File: src/sv/tcw_pkg.sv
// ----------------------------------------------------------------------------
// tcw_pkg
// Shared constants, codes and types of the text console writer.
// ----------------------------------------------------------------------------
package tcw_pkg;

	localparam int COLUMNS  = 80;
	localparam int ROWS     = 25;
	localparam int TAB_STOP = 8;

	localparam int CELLS  = COLUMNS * ROWS;
	localparam int COL_W  = $clog2(COLUMNS);
	localparam int ROW_W  = $clog2(ROWS);
	localparam int CELL_W = $clog2(CELLS);
	localparam int DATA_W = 16;
	localparam int ATTR_W = 8;
	localparam int CHAR_W = 8;

	localparam logic [1:0] REQ_PUT   = 2'd0;
	localparam logic [1:0] REQ_CLEAR = 2'd1;
	localparam logic [1:0] REQ_READ  = 2'd2;

	localparam logic [CHAR_W-1:0] CODE_BACKSPACE = 8'h08;
	localparam logic [CHAR_W-1:0] CODE_TAB       = 8'h09;
	localparam logic [CHAR_W-1:0] CODE_LINEFEED  = 8'h0A;
	localparam logic [CHAR_W-1:0] CODE_RETURN    = 8'h0D;
	localparam logic [CHAR_W-1:0] CODE_SPACE     = 8'h20;
	localparam logic [CHAR_W-1:0] CODE_FIRST_HI  = 8'h80;

	localparam logic [ATTR_W-1:0] ATTR_RESET = 8'hF4;

	typedef struct packed {
		logic              scrolled;
		logic [DATA_W-1:0] read_data;
		logic [CELL_W-1:0] cursor_location;
		logic [ROW_W-1:0]  cursor_row;
		logic [COL_W-1:0]  cursor_col;
	} tcw_result_t;

endpackage

File: src/sv/tcw_ctrl.sv
// ----------------------------------------------------------------------------
// tcw_ctrl
// Request sequencer: cursor update, character writes, scroll copy, row and
// screen fills, and cell reads against the cell memory.
// ----------------------------------------------------------------------------
module tcw_ctrl import tcw_pkg::*; (
	input  logic              clk,
	input  logic              arst_n,
	input  logic              cfg_we,
	input  logic [ATTR_W-1:0] cfg_wdata,
	input  logic              req_valid,
	output logic              req_ready,
	input  logic [1:0]        req_type,
	input  logic [CHAR_W-1:0] char_code,
	input  logic [CELL_W-1:0] cell_index,
	output logic              res_valid,
	input  logic              res_ready,
	output tcw_result_t       res,
	output logic              ram_we,
	output logic [CELL_W-1:0] ram_waddr,
	output logic [DATA_W-1:0] ram_wdata,
	output logic              ram_re,
	output logic [CELL_W-1:0] ram_raddr,
	input  logic [DATA_W-1:0] ram_rdata
);

	localparam int NCOL_W  = $clog2(COLUMNS + TAB_STOP + 1);
	localparam int TAB_MAX = (COLUMNS - 1) / TAB_STOP + 1;

	localparam logic [CELL_W-1:0] COPY_LAST  = CELL_W'((ROWS - 1) * COLUMNS - 1);
	localparam logic [CELL_W-1:0] FILL_START = CELL_W'((ROWS - 1) * COLUMNS);
	localparam logic [CELL_W-1:0] CELL_LAST  = CELL_W'(CELLS - 1);

	localparam logic [2:0] ST_IDLE   = 3'd0;
	localparam logic [2:0] ST_RDWAIT = 3'd1;
	localparam logic [2:0] ST_COPY   = 3'd2;
	localparam logic [2:0] ST_DRAIN  = 3'd3;
	localparam logic [2:0] ST_FILL   = 3'd4;
	localparam logic [2:0] ST_DONE   = 3'd5;

	logic [2:0]        state_q;
	logic [CELL_W-1:0] cnt_q;
	logic [COL_W-1:0]  col_q;
	logic [ROW_W-1:0]  row_q;
	logic [ATTR_W-1:0] attr_q;
	logic [DATA_W-1:0] rd_q;
	logic              scr_q;
	logic              inrange_q;
	logic [CELL_W-1:0] cp_addr_s1;
	logic              cp_valid_s1;

	logic              accept;
	logic              printable;
	logic [NCOL_W-1:0] ncol;
	logic [NCOL_W-1:0] tab_col;
	logic [ROW_W:0]    nrow;
	logic              need_scroll;
	logic [COL_W-1:0]  put_col;
	logic [ROW_W-1:0]  put_row;
	logic [CELL_W-1:0] cur_loc;
	logic              idx_ok;

	assign accept    = req_valid && req_ready;
	assign req_ready = (state_q == ST_IDLE);
	assign printable = (char_code >= CODE_SPACE) && (char_code < CODE_FIRST_HI);
	assign idx_ok    = (cell_index < CELL_W'(CELLS));
	assign cur_loc   = CELL_W'({{(CELL_W - ROW_W){1'b0}}, row_q} * CELL_W'(COLUMNS))
		+ CELL_W'(col_q);

	always_comb begin
		tab_col = NCOL_W'(TAB_MAX * TAB_STOP);
		for (int k = TAB_MAX; k >= 1; k--) begin
			if (NCOL_W'(col_q) < NCOL_W'(k * TAB_STOP)) begin
				tab_col = NCOL_W'(k * TAB_STOP);
			end
		end
	end

	always_comb begin
		ncol = NCOL_W'(col_q);
		nrow = (ROW_W + 1)'(row_q);
		unique case (char_code)
			CODE_BACKSPACE: begin
				if (col_q != '0) begin
					ncol = NCOL_W'(col_q) - NCOL_W'(1);
				end
			end
			CODE_TAB: begin
				ncol = tab_col;
			end
			CODE_RETURN: begin
				ncol = '0;
			end
			CODE_LINEFEED: begin
				ncol = '0;
				nrow = (ROW_W + 1)'(row_q) + (ROW_W + 1)'(1);
			end
			default: begin
				if (printable) begin
					ncol = NCOL_W'(col_q) + NCOL_W'(1);
				end
			end
		endcase
		if (ncol >= NCOL_W'(COLUMNS)) begin
			ncol = '0;
			nrow = nrow + (ROW_W + 1)'(1);
		end
		need_scroll = (nrow >= (ROW_W + 1)'(ROWS));
		put_col     = ncol[COL_W-1:0];
		put_row     = need_scroll ? ROW_W'(ROWS - 1) : nrow[ROW_W-1:0];
	end

	always_comb begin
		ram_we    = 1'b0;
		ram_waddr = cur_loc;
		ram_wdata = {attr_q, char_code};
		ram_re    = 1'b0;
		ram_raddr = cell_index;
		if (cp_valid_s1) begin
			ram_we    = 1'b1;
			ram_waddr = cp_addr_s1;
			ram_wdata = ram_rdata;
		end else if (state_q == ST_FILL) begin
			ram_we    = 1'b1;
			ram_waddr = cnt_q;
			ram_wdata = {attr_q, CODE_SPACE};
		end else if (accept && req_type == REQ_PUT && printable) begin
			ram_we = 1'b1;
		end
		if (state_q == ST_COPY) begin
			ram_re    = 1'b1;
			ram_raddr = cnt_q + CELL_W'(COLUMNS);
		end else if (accept && req_type == REQ_READ) begin
			ram_re = idx_ok;
		end
	end

	assign res_valid           = (state_q == ST_DONE);
	assign res.scrolled        = scr_q;
	assign res.read_data       = rd_q;
	assign res.cursor_location = cur_loc;
	assign res.cursor_row      = row_q;
	assign res.cursor_col      = col_q;

	always_ff @(posedge clk or negedge arst_n) begin
		if (!arst_n) begin
			attr_q <= ATTR_RESET;
		end else if (cfg_we) begin
			attr_q <= cfg_wdata;
		end
	end

	always_ff @(posedge clk or negedge arst_n) begin
		if (!arst_n) begin
			state_q     <= ST_IDLE;
			cnt_q       <= '0;
			col_q       <= '0;
			row_q       <= '0;
			cp_valid_s1 <= 1'b0;
		end else begin
			cp_valid_s1 <= (state_q == ST_COPY);
			unique case (state_q)
				ST_IDLE: begin
					if (accept) begin
						unique case (req_type)
							REQ_PUT: begin
								col_q   <= put_col;
								row_q   <= put_row;
								cnt_q   <= '0;
								state_q <= need_scroll ? ST_COPY : ST_DONE;
							end
							REQ_CLEAR: begin
								col_q   <= '0;
								row_q   <= '0;
								cnt_q   <= '0;
								state_q <= ST_FILL;
							end
							REQ_READ: begin
								state_q <= ST_RDWAIT;
							end
							default: begin
								state_q <= ST_DONE;
							end
						endcase
					end
				end
				ST_RDWAIT: begin
					state_q <= ST_DONE;
				end
				ST_COPY: begin
					if (cnt_q == COPY_LAST) begin
						state_q <= ST_DRAIN;
					end else begin
						cnt_q <= cnt_q + CELL_W'(1);
					end
				end
				ST_DRAIN: begin
					cnt_q   <= FILL_START;
					state_q <= ST_FILL;
				end
				ST_FILL: begin
					if (cnt_q == CELL_LAST) begin
						state_q <= ST_DONE;
					end else begin
						cnt_q <= cnt_q + CELL_W'(1);
					end
				end
				ST_DONE: begin
					if (res_ready) begin
						state_q <= ST_IDLE;
					end
				end
				default: begin
					state_q <= ST_IDLE;
				end
			endcase
		end
	end

	always_ff @(posedge clk) begin
		cp_addr_s1 <= cnt_q;
		if (accept) begin
			scr_q     <= (req_type == REQ_PUT) && need_scroll;
			rd_q      <= '0;
			inrange_q <= idx_ok;
		end else if (state_q == ST_RDWAIT) begin
			rd_q <= inrange_q ? ram_rdata : '0;
		end
	end

endmodule

File: config.mk
export PLATFORM = sky130hd
export DESIGN_NAME = tcw_ctrl
export DESIGN_NICKNAME = d
export VERILOG_FILES = /design/src/sv/tcw_pkg.sv /design/src/sv/tcw_ctrl.sv
export SDC_FILE = /design/constraint.sdc
export NUM_CORES = 1
export LEC_CHECK = 0
export BUFFER_PORTS_ARGS = -buffer_cell sky130_fd_sc_hd__buf_2
export CAP_MARGIN = 5
export CORE_MARGIN = 4
export CORE_UTILIZATION = 36
export DETAILED_ROUTE_END_ITERATION = 8
export GPL_ROUTABILITY_DRIVEN = 0
export PLACE_DENSITY = 0.61
export REMOVE_ABC_BUFFERS = 1
export SLEW_MARGIN = 0
export SYNTH_ARGS = -nofsm -noshare
export SYNTH_HDL_FRONTEND = slang
export SYNTH_SLANG_ARGS = --single-unit
File: constraint.sdc
create_clock -name clk -period 3.6 [get_ports clk]
set_input_delay 0.18 -clock clk [delete_from_list [all_inputs] [get_ports clk]]
set_output_delay 0.18 -clock clk [all_outputs]
set_load 0.005 [all_outputs]
==> metrics.txt, run 1 <==
Hold/Removal Path Class in -> reg; RR Startpoint row_q[1]; run status finished, final reports clean; vias post-DR 4,527; Reg2Reg Capture Point state_q[2]; fin crit share 90.8%; PD cells 598 nW/µm²; CTS tree done; drt total wl 14,000 µm; Comb pwr share 39.6%; Antenna Nets Post-Route 0; first-pass GRT wire length 22,900 µm; critical path startpoint category register; Hold Crit Depth 2; drt drc 0; asr flop ratio synth 54.7%; Sink Count 64; DRT Pass-1 Iters 5; synth cell count leaders nand2_1 (107), o21ai_0 (51), a21oi_1 (31); most used standard cell by instance count after synthesis nand2_1; Reg2Reg Setup Slack 0.55 ns; number of global-route vias before repair 4,487; vias per inst 5.42; number of synthesized flops with an enable pin 2; Fmax 306 MHz; Global Route Usage Sum 19.3%; die area 14,500 µm²; MaxCap Viol Count 0; Nets 731; Post-CTS Resized 0; drt initial violations 392; clock latency at the later pin of the worst-skew pair 0.33 ns; Clk pwr share 28.7%; Synth Register Bits 64; num ports 132; clock skew 0.00751 ns; Avg Cell Area, Syn 8.17 µm²; WHS Endpoint attr_q[5]; Area growth syn-to-layout 22.9%; CP endpoint kind output port; largest area contributor in the netlist dfrtp_1; max_slew headroom 22.3%; Max IR drop VDD 252 µV; Worst Path Max Fanout 18; CP Data Arrival Time 3.09 ns; Primary FF master, synth dfrtp_1; met1 WL 5980 µm; slew of the pin with the lowest slew margin 1.17 ns; unrepaired setup endpoints after global routing false; IO buf count 131; final setup vio count 0; Top Layer Used met4; Netlist cell types 79; global route overflow 0; H-tree depth 3; WL met3 799 µm; WL/cell 16.8 µm; register share of total power 31.6%; number of antenna violations at the first check in global routing 0; final setup TNS 0 ns; Post-Synthesis Cell Area 4550 µm²; clk root buf clkbuf_16; NetSw 1.29 mW; WP data required 3.42 ns; starting density of the core 37.3%; Synth Warn # 0; FP Rows 40; worst hold start cfg_wdata[5]; Clock transition at path regs 0.06 ns; Die H 120 µm; core footprint 12,200 µm²; fillcell total 1,233; Post-DP HPWL 10,500 µm; leakage power 2.58 nW; fraction of layout instances using a drive strength above 1 30.1%; critical path class reg -> out; largest net degree at the start of global routing 36; ANT cells 0; Max Slew Vio Count 0; Final Hold Fails 0; top cells by area, synth dfrtp_1 (16%), dfxtp_1 (12%), nand2_1 (8.8%); Seq/Total Area, Yosys 32.6%; Yosys top cell area share 16.5%; Internal Power 2.06 mW; Die Wd 120 µm; Synth Instances 557; switch share 38.5%; Tmin final 3.27 ns; Reg2Reg Depth 13; maximum clock insertion buffer count 2; met2 routed WL 6970 µm; fin util 45.8%; worst hold slack 0.0784 ns; total CTS buffers 9
## logic make-up after synthesis
| family | after synthesis | synth area share [%] |
|---|---|---|
| simple gates | 219 | 23.7 |
| compound gates | 147 | 21.2 |
| flops | 64 | 32.6 |
| buf+inv | 58 | 5.97 |
| mux | 26 | 6.16 |
| xor+xnor | 24 | 4.78 |
| fa+ha+maj | 19 | 5.55 |
## how the worst max path moves through the flow
stage / from / end / slack, ns / depth (start not counted)
detailed placement: char_code[5] / state_q[2] / 0.47 / 14
floorplan: char_code[5] / state_q[0] / 0.81 / 14
global placement: char_code[5] / state_q[0] / 0.56 / 15
CTS: row_q[2] / ram_waddr[10] / 0.34 / 8
global route: row_q[2] / ram_waddr[10] / 0.12 / 9
finish: row_q[2] / ram_waddr[10] / 0.33 / 8
## critical path, stage by stage, from the launching register on
cell and delay [ns]:
dfrtp_1 0.75, ha_1 0.38, fa_1 0.61, nor3b_1 0.24, xor2_1 0.21, xnor2_1 0.17
mux2i_1 0.09, o21ai_0 0.15, buf_2 0.14
## final cells by class
type / count / area (µm²) / share of cell area, %
clock buffers: 12 / 278 / 4.97
clock inverters: 4 / 56.3 / 1.01
inverters: 12 / 45.0 / 0.805
multi-input cells: 435 / 2800 / 50.0
flip-flops and latches: 64 / 1480 / 26.5
well taps: 168 / 210 / 3.76
repair buffers: 140 / 726 / 13.0
## power by group through the flow
stage                     logic (mW)  registers [mW]  clock network [mW]
after floorplan                0.768            1.04                   0
after global placement          1.30            1.06                   0
after detailed placement        1.33            1.07                   0
after CTS                       1.34            1.06               0.981
after global routing            1.48            1.09                1.01
final                           1.33            1.06               0.961
## layer usage
metal	up-vias	GRT usage [%]
li1	2187	-
met1	2171	24.1
met2	148	33.0
met3	21	4.02
met4	0	6.37
met5	-	0
## through the flow
step | power (mW) | cells | setup WS [ns] | area [µm²]
final | 3.35 | 835 | 0.331 | 5590
after global routing | 3.58 | 835 | 0.118 | 5590
after CTS | 3.37 | 835 | 0.343 | 5590
after detailed placement | 2.39 | 818 | 0.469 | 5250
after global placement | 2.36 | 818 | 0.559 | 5250
after floorplan | 1.81 | 511 | 0.808 | 4320
## flip-flops by register name, summed over array words and instances (netlist names), 3 cells and up
register    cells
col_q           7
attr_q          8
state_q         3
row_q           5
cp_addr_s1     11
cnt_q          11
rd_q           16
## timing repair
action                    4_1_cts  5_1_grt
buffers inserted                0        0
hold buffers                    1        0
hold endpoints to repair       14        0
## cells in the final DEF (no fill, tap or decap), drive strengths merged, types with 3 or more instances in the layout
master	count
buf	139
nand2	108
o21ai	60
a21oi	32
dfrtp	30
nand3	29
dfxtp	27
nor2	23
ha	17
mux2	16
xnor2	15
inv	14
clkbuf	12
and3	11
mux2i	10
xor2	9
nor3	9
a31oi	7
o31ai	7
and2	6
a21o	6
nand4	5
dfstp	5
nor2b	4
o31a	4
nor3b	4
nand2b	4
nor4	4
o2111ai	3
a211oi	3
o211ai	3
a22oi	3
(Power assumes the default switching activity.)
==> run 2: changes to the inputs <==
- CELL_PAD_IN_SITES_DETAIL_PLACEMENT: default -> 0
- CELL_PAD_IN_SITES_GLOBAL_PLACEMENT: default -> 1
- PLACE_DENSITY: 0.61 -> 0.79
==> run 2 against run 1 <==
Count of clock-buffer cells in the layout rose by 1; maximum frequency grew 3.0%; worst setup slack improved by 0.095 ns; clock skew fell by 0.0036 ns; cell area decreased by 0.54%; power decreased by 2.0%; critical endpoint unchanged.
==> metrics.txt, run 2 (synthesis gave the netlist of run 1 again) <==
run status finished, final reports clean; DRT Pass-1 Iters 4; Area growth syn-to-layout 22.3%; Fmax 315 MHz; clk root buf clkbuf_16; fraction of layout instances using a drive strength above 1 30.0%; core footprint 12,200 µm²; ANT cells 0; Critical Path End ram_waddr[10]; IO buf count 131; vias post-DR 4,468; Tmin final 3.17 ns; number of antenna violations at the first check in global routing 1; clock skew 0.00387 ns; slew of the pin with the lowest slew margin 1.11 ns; CTS tree done; Top Layer Used met5; Reg2Reg Setup Slack 0.52 ns; CP Data Arrival Time 2.99 ns; RR Startpoint row_q[0]; drt drc 0; FP Rows 40; WP data required 3.42 ns; drt initial violations 253; first-pass GRT wire length 22,500 µm; leading cell types in the layout, fill and taps excluded buf_2 (131), nand2_1 (107), o21ai_0 (51), a21oi_1 (31), dfrtp_1 (29); WL met3 696 µm; biggest regs rd_q (16), cnt_q (11), cp_addr_s1 (11); Global Route Usage Sum 19.3%; fin util 45.6%; met1 WL 6100 µm; die area 14,500 µm²; leakage power 2.56 nW; most common cell after layout, fill and taps aside buf_2; unrepaired setup endpoints after global routing false; Reg2Reg Capture Point state_q[0]; flip-flop count of the largest register after layout 16; CP endpoint kind output port; max_slew headroom 25.5%; Sink Count 64; Post-DP HPWL 10,400 µm; WL/cell 16.6 µm; drt total wl 13,900 µm; vias per inst 5.35; final setup vio count 0; number of global-route vias before repair 4,353; Nets 731; total CTS buffers 9; Final Hold Fails 0; Max Slew Vio Count 0; PD cells 589 nW/µm²; Clock transition at path regs 0.05 ns; final setup TNS 0 ns; PnR worst setup slack 0.426 ns; Die H 120 µm; Antenna Nets Post-Route 0; pre-CTS setup slack 0.437 ns; Max IR drop VDD 243 µV; clock latency at the later pin of the worst-skew pair 0.34 ns; fillcell total 1,260; Worst Path Max Fanout 13; critical path startpoint category register; Hold/Removal Path Class in -> reg; H-tree depth 3; Largest Register rd_q; Die Wd 120 µm; crit path from row_q[0]; critical path class reg -> out; fin crit share 88.2%; largest net degree at the start of global routing 36; global route overflow 0; starting density of the core 37.3%; Reg2Reg Depth 12; maximum clock insertion buffer count 2; MaxCap Viol Count 0; num ports 132; met2 routed WL 6720 µm
[run 2: cell types whose count changed in the layout (fill, tap and decap cells not counted), sizes merged]
cell / before / now
inv: 14 / 12
clkbuf: 12 / 13
clkinvlp: 0 / 1
[run 2: worst min-delay path by stage]
stage	start	end	slack [ns]	cells after the start
after floorplan	arst_n	attr_q[0]	-0.12	0
final	cfg_wdata[5]	attr_q[5]	0.07	2
after global routing	cfg_wdata[5]	attr_q[5]	0.07	2
after global placement	arst_n	attr_q[0]	0.33	1
after CTS	cfg_wdata[5]	attr_q[5]	0.07	2
after detailed placement	arst_n	attr_q[0]	0.35	1
[run 2: area by class of cell]
class	instances	area (µm²)	area share, %
Multi-Input combinational cell	435	2800	50.3
Sequential cell	64	1480	26.7
Clock buffer	13	260	4.68
Timing Repair Buffer	140	726	13.0
Clock inverter	3	42.5	0.765
Tap cell	168	210	3.78
Inverter	12	45.0	0.810
[run 2: worst max-delay path, cell delays in order (launching register included)]
cell and delay, ns:
dfrtp_1 0.64, ha_1 0.26, inv_1 0.06, fa_1 0.40
nor2b_1 0.14, o21ai_0 0.16, nor3b_1 0.28, xor2_1 0.20
xnor2_1 0.16, mux2i_1 0.09, o21ai_0 0.14, buf_2 0.14
[run 2: power by group]
part	total [mW]	internal, mW	leakage [nW]	switching (mW)
logic	1.33	0.556	1.73	0.770
clock network	0.891	0.573	0.146	0.319
registers	1.06	0.881	0.689	0.179
[run 2: what timing repair did]
action	in CTS	in global routing
hold endpoints to repair	17	0
endpoints found under the setup margin	0	1
buffers inserted	0	0
hold buffers	1	0
resized for setup	0	1
[run 2: layer usage]
| layer | GRT usage [%] | up-vias |
|---|---|---|
| li1 | - | 2188 |
| met1 | 25.2 | 2138 |
| met2 | 31.7 | 115 |
| met3 | 3.65 | 25 |
| met4 | 7.01 | 2 |
| met5 | 0 | - |
[run 2: metrics by stage]
| step | cells | hold slack (ns) | cell area, µm² | power [mW] |
|---|---|---|---|---|
| final | 835 | 0.0717 | 5560 | 3.28 |
| after floorplan | 511 | -0.116 | 4320 | 1.81 |
| after detailed placement | 818 | 0.348 | 5250 | 2.40 |
| after CTS | 835 | 0.0682 | 5560 | 3.30 |
| after global placement | 818 | 0.326 | 5250 | 2.38 |
| after global routing | 835 | 0.0750 | 5560 | 3.52 |
